===== config.mk =====
export PLATFORM = sky130hd
export DESIGN_NAME = bmp_file_writer_stream_top_flat
export DESIGN_NICKNAME = d
export VERILOG_FILES = /design/src/rtl/bfw_pkg.sv /design/src/rtl/bfw_pixel_if.sv /design/src/rtl/bfw_word_if.sv /design/src/rtl/bfw_hdr_gen.sv /design/src/rtl/bfw_pack.sv /design/src/rtl/bmp_file_writer_stream_top.sv /design/src/flat_wrapper.sv
export SDC_FILE = /design/constraint.sdc
export NUM_CORES = 1
export LEC_CHECK = 0
export BUFFER_PORTS_ARGS = -buffer_cell sky130_fd_sc_hd__buf_2
export CORE_MARGIN = 5
export CORE_UTILIZATION = 45
export DETAILED_ROUTE_END_ITERATION = 10
export PLACE_DENSITY_LB_ADDON = 0.25
export SLEW_MARGIN = 5
export SYNTH_ARGS = -nofsm -noshare
export SYNTH_HDL_FRONTEND = slang
export SYNTH_SLANG_ARGS = --single-unit

===== constraint.sdc =====
create_clock -name clk -period 7.3 [get_ports clk]
set_input_delay 1.095 -clock clk [delete_from_list [all_inputs] [get_ports clk]]
set_output_delay 1.095 -clock clk [all_outputs]
set_load 0.02 [all_outputs]

===== src/rtl/bfw_pkg.sv =====
// Shared types and constants for the BMP stream writer.
`timescale 1ns / 1ps
package bfw_pkg;

	localparam int DEF_MAX_DIM = 16384;

	localparam int CFG_DIM_W  = 15;
	localparam int CFG_DATA_W = 15;
	localparam int CFG_IDX_W  = 2;

	localparam logic [31:0] PPM_DEFAULT   = 32'd2835;
	localparam logic [31:0] MASK_RED      = 32'h00FF0000;
	localparam logic [31:0] MASK_GREEN    = 32'h0000FF00;
	localparam logic [31:0] MASK_BLUE     = 32'h000000FF;
	localparam logic [31:0] FILE_HDR_SIZE = 32'd14;
	localparam logic [31:0] INFO_HDR_SIZE = 32'd40;
	localparam logic [31:0] MASK_BLK_SIZE = 32'd12;

	// compression field codes
	localparam logic [31:0] COMPRESS_NONE  = 32'd0;
	localparam logic [31:0] COMPRESS_MASKS = 32'd3;

	// full header words; the last two header bytes stay pending
	localparam logic [4:0] HDR_WORDS_24 = 5'd13;
	localparam logic [4:0] HDR_WORDS_32 = 5'd16;

	typedef enum logic [CFG_IDX_W-1:0] {
		REG_WIDTH  = 2'd0,
		REG_HEIGHT = 2'd1,
		REG_MODE   = 2'd2
	} reg_idx_t;

	typedef enum logic [1:0] {
		STAT_OK       = 2'd0,
		STAT_BAD_DIM  = 2'd1,
		STAT_PAST_END = 2'd2
	} status_t;

	typedef struct packed {
		logic [31:0] word;
		logic [2:0]  bytes_valid;
		logic        last;
		logic [1:0]  nwords;
		logic [23:0] nxt_pend;
		logic [1:0]  nxt_pcnt;
	} pack_out_t;

endpackage


===== src/rtl/bfw_pixel_if.sv =====
// Pixel request channel.
`timescale 1ns / 1ps
interface bfw_pixel_if;
	logic       valid;
	logic       ready;
	logic [7:0] red;
	logic [7:0] green;
	logic [7:0] blue;
	logic [7:0] alpha;

	modport source (output valid, red, green, blue, alpha, input ready);
	modport sink   (input valid, red, green, blue, alpha, output ready);
endinterface


===== src/rtl/bfw_word_if.sv =====
// Output word request channel.
`timescale 1ns / 1ps
interface bfw_word_if;
	logic        valid;
	logic        ready;
	logic [31:0] out_word;
	logic [2:0]  bytes_valid;
	logic        last;
	logic [1:0]  status;

	modport source (output valid, out_word, bytes_valid, last, status, input ready);
	modport sink   (input valid, out_word, bytes_valid, last, status, output ready);
endinterface


===== src/rtl/bfw_hdr_gen.sv =====
// BMP file and info header generator, one 32-bit word per index.
`timescale 1ns / 1ps
module bfw_hdr_gen (
	input  logic                          clk,
	input  logic [bfw_pkg::CFG_DIM_W-1:0] width,
	input  logic [bfw_pkg::CFG_DIM_W-1:0] height,
	input  logic                          mode,
	input  logic [3:0]                    word_idx,
	output logic [31:0]                   word,
	output logic [15:0]                   tail
);
	import bfw_pkg::*;

	logic [16:0]  stride;
	logic [31:0]  pix_q;
	logic [31:0]  off;
	logic [31:0]  fsize;
	logic [527:0] hdr;

	always_comb begin
		if (mode) begin
			stride = {width, 2'b00};
		end else begin
			stride = (17'(width) * 17'd3 + 17'd3) & ~17'd3;
		end
	end

	always_ff @(posedge clk) begin
		pix_q <= 32'(height) * 32'(stride);
	end

	assign off   = FILE_HDR_SIZE + INFO_HDR_SIZE + (mode ? MASK_BLK_SIZE : 32'd0);
	assign fsize = off + pix_q;

	// little endian: first byte at bit 0
	assign hdr = {
		MASK_BLUE, MASK_GREEN, MASK_RED,
		32'd0, 32'd0, PPM_DEFAULT, PPM_DEFAULT, pix_q,
		(mode ? COMPRESS_MASKS : COMPRESS_NONE),
		(mode ? 16'd32 : 16'd24), 16'd1,
		32'(height), 32'(width), INFO_HDR_SIZE, off,
		16'd0, 16'd0, fsize,
		8'h4D, 8'h42
	};

	assign word = hdr[32*word_idx +: 32];
	assign tail = mode ? hdr[527:512] : hdr[431:416];

endmodule


===== src/rtl/bfw_pack.sv =====
// Merges held bytes, pixel bytes and row padding into output words.
`timescale 1ns / 1ps
module bfw_pack (
	input  logic                 mode,
	input  logic [7:0]           red,
	input  logic [7:0]           green,
	input  logic [7:0]           blue,
	input  logic [7:0]           alpha,
	input  logic [23:0]          pend,
	input  logic [1:0]           pcnt,
	input  logic [1:0]           pad,
	input  logic                 final_px,
	input  logic [1:0]           k,
	output bfw_pkg::pack_out_t   po
);
	import bfw_pkg::*;

	logic [31:0] nb;
	logic [3:0]  n;
	logic [3:0]  t;
	logic [79:0] m;
	logic [1:0]  full;
	logic [1:0]  rem;
	logic [31:0] wsel;
	logic [31:0] wfull;

	assign nb = {(mode ? alpha : 8'd0), red, green, blue};
	assign n  = 4'd3 + 4'(mode) + 4'(pad);
	assign t  = 4'(pcnt) + n;
	assign m  = 80'(pend) | (80'(nb) << {pcnt, 3'b000});
	assign full = t[3:2];
	assign rem  = t[1:0];

	always_comb begin
		case (k)
			2'd0:    wsel = m[31:0];
			2'd1:    wsel = m[63:32];
			default: wsel = 32'(m[79:64]);
		endcase
		case (full)
			2'd0:    wfull = m[31:0];
			2'd1:    wfull = m[63:32];
			default: wfull = 32'(m[79:64]);
		endcase
	end

	always_comb begin
		po.word   = wsel;
		po.nwords = full + 2'((final_px && rem != 2'd0) ? 1 : 0);
		if (k < full) begin
			po.bytes_valid = 3'd4;
			po.last        = final_px && rem == 2'd0 && k == full - 2'd1;
		end else begin
			po.bytes_valid = 3'(rem);
			po.last        = 1'b1;
		end
		po.nxt_pend = final_px ? 24'd0 : wfull[23:0];
		po.nxt_pcnt = final_px ? 2'd0 : rem;
	end

endmodule


===== src/rtl/bmp_file_writer_stream_top.sv =====
// BMP stream writer top level: pixel register, sequencing and output word register.
`timescale 1ns / 1ps
// Takes one RGBA pixel per request in file order (bottom row first) and emits
// the BMP file as 32-bit little-endian words through a single output word
// register, one word per cycle while the sink is ready. A pixel gives up to
// two full words, and the final pixel up to three (the flush word). The first
// pixel of an image waits while the size product is registered and then the
// header words are sent, more of them in 32-bit mode. Bad dimensions or pixels
// after the image end give one status word each. Configuration is written
// through cfg_we/cfg_idx/cfg_data.
module bmp_file_writer_stream_top #(
	parameter int MAX_DIM = bfw_pkg::DEF_MAX_DIM
) (
	input  logic                           clk,
	input  logic                           arst_n,
	bfw_pixel_if.sink                      pix,
	bfw_word_if.source                     res,
	input  logic                           cfg_we,
	input  logic [bfw_pkg::CFG_IDX_W-1:0]  cfg_idx,
	input  logic [bfw_pkg::CFG_DATA_W-1:0] cfg_data
);
	import bfw_pkg::*;

	localparam int CNT_W = (MAX_DIM > 1) ? $clog2(MAX_DIM) : 1;

	logic [CFG_DIM_W-1:0] width_q, height_q;
	logic                 mode_q;

	logic       s1_valid_q;
	logic [7:0] red_s1, green_s1, blue_s1, alpha_s1;

	logic [4:0]       hdr_idx_q;
	logic [1:0]       wrd_idx_q;
	logic [CNT_W-1:0] col_q, row_q;
	logic             hdr_sent_q, done_q;
	logic [23:0]      pend_q;
	logic [1:0]       pcnt_q;

	logic        res_valid_q;
	logic [31:0] res_word_q;
	logic [2:0]  res_bv_q;
	logic        res_last_q;
	status_t     res_stat_q;

	logic        bad_dim, row_end, col_end_img, final_px, can_load;
	logic [1:0]  pad;
	logic [4:0]  hdr_words;
	logic [3:0]  hdr_widx;
	logic [31:0] hdr_word;
	logic [15:0] hdr_tail;
	pack_out_t   po;

	logic        emit, retire, px_retire, hdr_adv, hdr_done;
	logic [31:0] e_word;
	logic [2:0]  e_bv;
	logic        e_last;
	status_t     e_stat;

	// configuration
	always_ff @(posedge clk or negedge arst_n) begin
		if (!arst_n) begin
			width_q  <= CFG_DIM_W'(1);
			height_q <= CFG_DIM_W'(1);
			mode_q   <= 1'b0;
		end else if (cfg_we) begin
			unique case (reg_idx_t'(cfg_idx))
				REG_WIDTH:  width_q  <= cfg_data;
				REG_HEIGHT: height_q <= cfg_data;
				REG_MODE:   mode_q   <= cfg_data[0];
				default: ;
			endcase
		end
	end

	assign bad_dim = width_q == '0 || height_q == '0 ||
		17'(width_q) > 17'(MAX_DIM) || 17'(height_q) > 17'(MAX_DIM);
	assign row_end     = 17'(col_q) + 17'd1 >= 17'(width_q);
	assign col_end_img = 17'(row_q) + 17'd1 >= 17'(height_q);
	assign final_px    = row_end && col_end_img;
	assign pad         = (!mode_q && row_end) ? width_q[1:0] : 2'd0;
	assign hdr_words   = mode_q ? HDR_WORDS_32 : HDR_WORDS_24;
	assign hdr_widx    = 4'(hdr_idx_q - 5'd1);
	assign can_load    = !res_valid_q || res.ready;

	bfw_hdr_gen u_hdr (
		.clk      (clk),
		.width    (width_q),
		.height   (height_q),
		.mode     (mode_q),
		.word_idx (hdr_widx),
		.word     (hdr_word),
		.tail     (hdr_tail)
	);

	bfw_pack u_pack (
		.mode     (mode_q),
		.red      (red_s1),
		.green    (green_s1),
		.blue     (blue_s1),
		.alpha    (alpha_s1),
		.pend     (pend_q),
		.pcnt     (pcnt_q),
		.pad      (pad),
		.final_px (final_px),
		.k        (wrd_idx_q),
		.po       (po)
	);

	// per-cycle sequencing of the held pixel
	always_comb begin
		emit      = 1'b0;
		retire    = 1'b0;
		px_retire = 1'b0;
		hdr_adv   = 1'b0;
		hdr_done  = 1'b0;
		e_word    = '0;
		e_bv      = '0;
		e_last    = 1'b0;
		e_stat    = STAT_OK;
		if (s1_valid_q) begin
			if (done_q) begin
				emit   = 1'b1;
				e_stat = STAT_PAST_END;
				retire = can_load;
			end else if (bad_dim) begin
				emit   = 1'b1;
				e_stat = STAT_BAD_DIM;
				retire = can_load;
			end else if (!hdr_sent_q) begin
				if (hdr_idx_q == '0) begin
					hdr_adv = 1'b1;
				end else begin
					emit   = 1'b1;
					e_word = hdr_word;
					e_bv   = 3'd4;
					if (can_load) begin
						hdr_done = hdr_idx_q == hdr_words;
						hdr_adv  = !hdr_done;
					end
				end
			end else if (po.nwords == 2'd0) begin
				retire    = 1'b1;
				px_retire = 1'b1;
			end else begin
				emit      = 1'b1;
				e_word    = po.word;
				e_bv      = po.bytes_valid;
				e_last    = po.last;
				px_retire = can_load && wrd_idx_q == po.nwords - 2'd1;
				retire    = px_retire;
			end
		end
	end

	assign pix.ready = !s1_valid_q || retire;

	always_ff @(posedge clk) begin
		if (pix.valid && pix.ready) begin
			red_s1   <= pix.red;
			green_s1 <= pix.green;
			blue_s1  <= pix.blue;
			alpha_s1 <= pix.alpha;
		end
		if (emit && can_load) begin
			res_word_q <= e_word;
			res_bv_q   <= e_bv;
			res_last_q <= e_last;
			res_stat_q <= e_stat;
		end
	end

	always_ff @(posedge clk or negedge arst_n) begin
		if (!arst_n) begin
			s1_valid_q  <= 1'b0;
			res_valid_q <= 1'b0;
			hdr_idx_q   <= '0;
			wrd_idx_q   <= '0;
			col_q       <= '0;
			row_q       <= '0;
			hdr_sent_q  <= 1'b0;
			done_q      <= 1'b0;
			pend_q      <= '0;
			pcnt_q      <= '0;
		end else begin
			if (pix.valid && pix.ready) begin
				s1_valid_q <= 1'b1;
			end else if (retire) begin
				s1_valid_q <= 1'b0;
			end

			if (emit && can_load) begin
				res_valid_q <= 1'b1;
			end else if (res.ready) begin
				res_valid_q <= 1'b0;
			end

			if (hdr_adv) begin
				hdr_idx_q <= hdr_idx_q + 5'd1;
			end
			if (hdr_done) begin
				hdr_idx_q  <= '0;
				hdr_sent_q <= 1'b1;
				pend_q     <= {8'd0, hdr_tail};
				pcnt_q     <= 2'd2;
			end

			if (s1_valid_q && hdr_sent_q && !done_q && !bad_dim && emit && can_load
				&& !px_retire) begin
				wrd_idx_q <= wrd_idx_q + 2'd1;
			end

			if (px_retire) begin
				wrd_idx_q <= '0;
				pend_q    <= po.nxt_pend;
				pcnt_q    <= po.nxt_pcnt;
				if (row_end) begin
					col_q <= '0;
					if (col_end_img) begin
						done_q <= 1'b1;
					end else begin
						row_q <= row_q + CNT_W'(1);
					end
				end else begin
					col_q <= col_q + CNT_W'(1);
				end
			end
		end
	end

	assign res.valid       = res_valid_q;
	assign res.out_word    = res_word_q;
	assign res.bytes_valid = res_bv_q;
	assign res.last        = res_last_q;
	assign res.status      = res_stat_q;

endmodule


===== src/flat_wrapper.sv =====
// flat-port wrapper written by rule: the top's interface ports become plain ports
module bmp_file_writer_stream_top_flat import bfw_pkg::*;
#(
	parameter int MAX_DIM = bfw_pkg::DEF_MAX_DIM
)
  (clk, arst_n, cfg_we, cfg_idx, cfg_data, pix_valid, pix_red, pix_green, pix_blue, pix_alpha, pix_ready, res_valid, res_out_word, res_bytes_valid, res_last, res_status, res_ready);
  bfw_pixel_if pix_i ();
  bfw_word_if res_i ();
  input  logic clk;
  input  logic arst_n;
  input  logic cfg_we;
  input  logic [bfw_pkg::CFG_IDX_W-1:0] cfg_idx;
  input  logic [bfw_pkg::CFG_DATA_W-1:0] cfg_data;
  input wire logic [$bits(pix_i.valid)-1:0] pix_valid;
  input wire logic [$bits(pix_i.red)-1:0] pix_red;
  input wire logic [$bits(pix_i.green)-1:0] pix_green;
  input wire logic [$bits(pix_i.blue)-1:0] pix_blue;
  input wire logic [$bits(pix_i.alpha)-1:0] pix_alpha;
  output wire logic [$bits(pix_i.ready)-1:0] pix_ready;
  output wire logic [$bits(res_i.valid)-1:0] res_valid;
  output wire logic [$bits(res_i.out_word)-1:0] res_out_word;
  output wire logic [$bits(res_i.bytes_valid)-1:0] res_bytes_valid;
  output wire logic [$bits(res_i.last)-1:0] res_last;
  output wire logic [$bits(res_i.status)-1:0] res_status;
  input wire logic [$bits(res_i.ready)-1:0] res_ready;
  assign pix_i.valid = pix_valid;
  assign pix_i.red = pix_red;
  assign pix_i.green = pix_green;
  assign pix_i.blue = pix_blue;
  assign pix_i.alpha = pix_alpha;
  assign pix_ready = pix_i.ready;
  assign res_valid = res_i.valid;
  assign res_out_word = res_i.out_word;
  assign res_bytes_valid = res_i.bytes_valid;
  assign res_last = res_i.last;
  assign res_status = res_i.status;
  assign res_i.ready = res_ready;
  bmp_file_writer_stream_top #(.MAX_DIM(MAX_DIM)) u_core (.clk(clk), .arst_n(arst_n), .pix(pix_i), .res(res_i), .cfg_we(cfg_we), .cfg_idx(cfg_idx), .cfg_data(cfg_data));
endmodule

# After elaboration in Yosys (flattened, before gate mapping)
# Index checks and enable logic that the tools add are counted.
[word_totals] regBits=198 word_cells=167 in_bits=54
[op_classes] n_lt_le_gt_ge=5 add_sub_neg=16 multipliers=2 shift=2 n_bitwise=4 n_eq_ne=7 muxes=60 n_reduce_logical=48
[ops] op="528-bit by 10-bit variable part select with 32-bit output" count=1
[ops] op="32-bit two-way mux" count=3
[ops] op="24-bit by 80-bit bitwise OR with 80-bit output" count=1
[ops] op="32-bit by 5-bit left shift with 80-bit output" count=1
[ops] op="24-bit two-way mux" count=3
[ops] op="32-bit one-hot mux with 2 select lines" count=1
[ops] op="24-bit one-hot mux with 2 select lines" count=1
[ops] op="17-bit by 15-bit greater-or-equal comparator with 1-bit output" count=2
[ops] op="7-bit by 32-bit adder with 32-bit output" count=1
[ops] op="15-bit by 17-bit multiplier with 32-bit output" count=1
[ops] op="1-bit two-way mux" count=32
[ops] op="14-bit by 1-bit adder with 15-bit output (second input constant)" count=2
[ops] op="15-bit > comparator (second input constant)" count=2
[ops] op="15-bit zero test" count=2
[ops] op="14-bit by 1-bit adder with 14-bit output (second input constant)" count=2
[ops] op="17-bit by 2-bit adder with 17-bit output (second input constant)" count=1
[ops] op="15-bit by 2-bit multiplier with 17-bit output (second input constant)" count=1
[ops] op="17-bit two-way mux" count=1
[ops] op="2-bit two-way mux" count=8
[ops] op="5-bit two-way mux" count=3
[ops] op="1-bit logical AND" count=14
[ops] op="14-bit two-way mux" count=1
[ops] op="2-bit nonzero test" count=6
[ops] op="2-bit zero test" count=5
[ops] op="27 further kinds" count=49

# Logic depth before layout (Yosys ltp)
[logic_depth] word_depth=22 ltp_mapped=33

# Hierarchy
# Synthesis repeated with hierarchy kept, for this count alone.
[hier_totals] hier_cells=2263 hier_area_um2=20644.8
[modules_own_cells] module="bfw_hdr_gen" instances=1 cells_per_inst=1312 area_each_um2=10842.9
[modules_own_cells] module="bmp_file_writer_stream_top" instances=1 cells_per_inst=671 area_each_um2=7928.9
[modules_own_cells] module="bfw_pack" instances=1 cells_per_inst=280 area_each_um2=1873.0

# Worst setup path before layout
# No wires, ideal clock.
[synth_timing] kind="register to register" startpoint="register u_core.width_q[2]" endpoint="register u_core.u_hdr.pix_q[31]" period_less_slack_ns=7.865 path_buffers=2 slack_ns=-0.565 path_stages_with_launch=32 arrival_ns=7.738 setup_ns=0.127 t_required_ns=7.173 path_cell_list="dfrtp_1 -> inv_1 -> ha_1 -> ha_1 -> clkbuf_1 -> nand2_1 -> o21ai_0 -> a21oi_1 -> o31ai_1 -> xnor2_1 -> o21ai_0 -> clkbuf_1 -> and2_1 -> fa_1 -> inv_1 -> fa_1 -> inv_1 -> fa_1 -> fa_1 -> fa_1 -> inv_1 -> fa_1 -> inv_1 -> ha_1 -> a211oi_1 -> nor2_1 -> a211oi_1 -> a21oi_1 -> o21ai_0 -> o21ai_0 -> a221oi_1 -> xnor2_1"
[synth_via] elab_chain_cells=4
[synth_lines] element="start, declared" line_no="bmp_file_writer_stream_top.sv:26" text="logic [CFG_DIM_W-1:0] width_q, height_q;"
[synth_lines] element="start signal, assigned" line_no="bmp_file_writer_stream_top.sv:67" text="REG_WIDTH: width_q <= cfg_data;"
[synth_lines] element="15-bit by 2-bit multiplier with 17-bit output" line_no="bfw_hdr_gen.sv:24" text="stride = (17'(width) * 17'd3 + 17'd3) & ~17'd3;"
[synth_lines] element="17-bit by 2-bit adder with 17-bit output" line_no="bfw_hdr_gen.sv:24"
[synth_lines] element="17-bit two-way mux (*)" line_no="bfw_hdr_gen.sv:21" text="if (mode) begin"
[synth_lines] element="15-bit by 17-bit multiplier with 32-bit output (*)" line_no="bfw_hdr_gen.sv:29" text="pix_q <= 32'(height) * 32'(stride);"
[synth_lines] element="end signal, assigned" line_no="bfw_hdr_gen.sv:29"
[synth_lines] element="end, declared" line_no="bfw_hdr_gen.sv:15" text="logic [31:0] pix_q;"
# Every way passes the cells marked *; elsewhere a longest branch is shown, timed or not.
# A chain may end at the register's enable or synchronous reset.

# Worst setup path after layout
[layout_timing] startpoint="register u_core.width_q[3]" endpoint="register u_core.u_hdr.pix_q[28]"
# The elaborated chain is that of the path after synthesis.

==> results by group <==
Drt
  • First DRT Iteration DRCs: 1,523
  • Routed via count: 16,300
  • Routed Wire Length: 57,500 µm
  • Per-cell routed wire length: 20.0 µm
  • Antenna Nets Post-Route: 0
  • DR vias/cell: 5.65
  • # DRC: 0
  • Number of iterations in the first detailed-routing pass: 6

Critical path
  • Worst path most repeated cell: fa_1
  • WP data arrival: 7800 ps
  • Crit path capture: u_core.u_hdr.pix_q[28]$_DFF_P_
  • R2r worst-path depth: 29
  • Largest stage delay on the critical path: 570 ps
  • Worst Path Required: 7660 ps
  • Crit Path Category: reg2reg
  • Slowest library cell on the worst path: fa_2
  • Nature of the critical path startpoint: flip-flop
  • CP Capture Type: flip-flop
  • Critical path startpoint: u_core.width_q[3]$_DFFE_PN0P_
  • Crit Path Max Fanout: 5
  • Origin of the critical flop-to-flop path: u_core.width_q[3]$_DFFE_PN0P_
  • R2R Setup Slk: -140 ps
  • Reg-to-reg endpoint: u_core.u_hdr.pix_q[28]$_DFF_P_

Clock tree
  • CTS Buf Count: 17
  • Max Root-Sink Buffers: 2
  • Clk sinks: 196
  • CTS Root Cell: clkbuf_16
  • CTS tree: done
  • H-tree depth: 4
  • Cts hold-fix bufs: 0
  • Worst-path clk slew: 80 ps
  • Worst-Skew Late Latency: 480 ps

Global route
  • All-Layer GR Usage: 24.2%
  • GR peak layer: met2
  • GR Layer Usage met1: 31.6%
  • Initial antenna violation count: 0
  • Pin count of the biggest net entering global routing: 71
  • Grt met2 use: 38.5%
  • Global-route wire length before repair: 90,600 µm
  • Global route total overflow: 0
  • GR Layer Usage met3: 5.11%
  • Vias in the first global route: 16,600

Synth
  • Syn avg cell area: 9.31 µm²
  • Top_reg_cell synth: dfrtp_1
  • Synth area leader: fa_1
  • EDFF count, synth: 70
  • Synth top area cells: fa_1 17%, dfrtp_1 12%, ha_1 12%
  • Post-Syn Instances: 2,090
  • Synth top area share: 17.3%
  • Post-synthesis sequential area ratio: 26.3%
  • FF+latch count, synth: 196
  • Synth unique cells: 77
  • Async SR Flop Fraction: 49.0%
  • Synthesized cell area: 0.0195 mm²
  • Post-Syn Nets: 2,498
  • YS warnings: 0

STA
  • Period utilisation layout: 102%
  • Tightest Pin Transition: 1030 ps
  • Unrepaired setup endpoints after global routing: true
  • Fmax: 134 MHz
  • Skew final: 20.0 ps
  • Final WS setup: -141 ps
  • Slew HR: 31.4%
  • Fin. Hold Viols: 0
  • Final setup viols: 7
  • Final Critical Period: 7440 ps
  • Max Slew Vio Count: 0

Floorplanning
  • Die area: 0.0475 mm²
  • Die W: 218 µm
  • Initial Util: 45.4%
  • Ports: 94
  • Chip height: 218 µm
  • Core ar.: 0.0429 mm²
  • Cell row count: 76

Placed design
  • Routability-driven placement congestion ratio: 0.918
  • DP Worst Slack: -346 ps
  • Post-DP HPWL: 44,100 µm
  • DP Cell Count: 2,817
  • Port Buf Inserts: 93

Hold path
  • Min-Delay Path Class: reg2reg
  • Hold Crit Start: u_core.pend_q[15]$_DFFE_PN0P_

Layout
  • Inserted Diodes: 0
  • Non-filler instance count after layout: 2,883
  • Area Growth Syn to Fin: 18.0%
  • Nets: 2,693
  • Share of cells above drive strength 1: 20.4%

Job
  • Max-Cap Viols: 0

Run status
  • Failing checks: negative setup slack
  • Status: finished, violations left
timing repair:
action	in CTS	in global routing
endpoints found under the setup margin	13	15
pin swaps	73	44
resized for setup	55	54
buffers inserted	23	14
per-stage QoR:
step           utilization, %  instance area [µm²]  hold slack (ps)  setup TNS [ps]
3_5_place_dp             50.3                21600              467           -2220
4_1_cts                  52.8                22600              485            -259
2_1_floorplan               -                19700              444           -59.8
3_3_place_gp             50.3                21600              457           -1190
5_1_grt                  53.5                23000              509           -3600
6_report                 53.5                23000              486            -450
state kept, by name (all words and copies together) (netlist names), 2 cells and up:
register                cells
u_core.wrd_idx_q            2
u_core.res.out_word        32
u_core.hdr_idx_q            5
u_core.red_s1               8
u_core.pcnt_q               2
u_core.row_q               14
u_core.pend_q              24
u_core.green_s1             8
u_core.res.bytes_valid      3
u_core.alpha_s1             8
u_core.width_q             15
u_core.blue_s1              8
u_core.u_hdr.pix_q         30
u_core.col_q               14
u_core.height_q            15
u_core.res.status           2
worst min-delay path by stage:
stage	to	cells past startpoint
4_1_cts	u_core.pend_q[12]$_DFFE_PN0P_	2
3_3_place_gp	u_core.pend_q[11]$_DFFE_PN0P_	2
3_5_place_dp	u_core.pend_q[12]$_DFFE_PN0P_	2
2_1_floorplan	u_core.pend_q[10]$_DFFE_PN0P_	2
5_1_grt	u_core.pend_q[12]$_DFFE_PN0P_	2
6_report	u_core.pend_q[15]$_DFFE_PN0P_	2
critical path: cells and delay by family, from the launching register on:
| kind | cells | cell delay (ps) |
|---|---|---|
| buffers and inverters | 5 | 480 |
| adder cells (fa/ha/maj) | 9 | 3620 |
| XOR/XNOR | 2 | 260 |
| AO/OA/AOI/OAI | 9 | 2060 |
| AND/OR/NAND/NOR | 4 | 440 |
| flip-flops | 1 | 450 |
cell usage after synthesis, types with 18 or more instances:
master / n
nor2_1: 98
ha_1: 186
mux2_2: 27
fa_1: 168
a21oi_1: 130
o22ai_1: 22
and2_1: 118
o21ai_0: 108
nand3_1: 43
nor3_1: 18
xor2_1: 42
a32oi_1: 25
clkbuf_1: 78
inv_1: 233
dfrtp_1: 94
edfxtp_1: 70
xnor2_1: 62
nand2_1: 204
a21o_1: 25
and3_1: 31
dfxtp_1: 30
a22o_1: 23
mux2i_1: 20
layout make-up:
| class | instances | area, µm² |
|---|---|---|
| fill | 3797 | 19900 |
| multi-input combinational | 1564 | 13700 |
| sequential | 196 | 5110 |
| timing repair buffer | 271 | 1870 |
| inverter | 235 | 885 |
| tap | 585 | 732 |
| clock buffer | 17 | 425 |
| clock inverter | 15 | 189 |
cells in the final DEF, fill, tap and decap left out, drive strengths merged, types with 8 or more instances in the layout:
cell / count
nand2b: 14
mux2: 29
clkbuf: 17
nand3: 43
buf: 271
a32oi: 25
edfxtp: 70
and3: 31
ha: 186
dfrtp: 94
o31ai: 9
o22ai: 22
a21oi: 130
o21ai: 113
a22o: 23
nand4: 12
a221o: 8
a211oi: 14
nor3: 19
nand2: 204
xnor2: 62
o21bai: 17
and2: 121
a22oi: 17
nor2b: 16
xor2: 42
fa: 168
mux2i: 22
dfxtp: 30
inv: 241
or3: 8
nor2: 100
a21o: 25
o211ai: 8
cell families after synthesis:
| family | count (synthesis) | share of synthesized area (%) |
|---|---|---|
| AO/OA/AOI/OAI | 465 | 15.5 |
| XOR/XNOR | 104 | 4.68 |
| adder cells (fa/ha/maj) | 354 | 29.2 |
| buffers and inverters | 330 | 6.54 |
| flip-flops | 196 | 26.3 |
| multiplexers | 51 | 2.87 |
| AND/OR/NAND/NOR | 590 | 14.9 |
layer usage:
layer	up-vias	routed length, µm
met5	-	0
met4	0	2820
met3	132	4510
met2	678	26500
met1	7931	23700
li1	7541	-
Power is left out: the tool's default activity adds up to more than one toggle a clock period on the data nets, which glitch-free logic cannot reach.
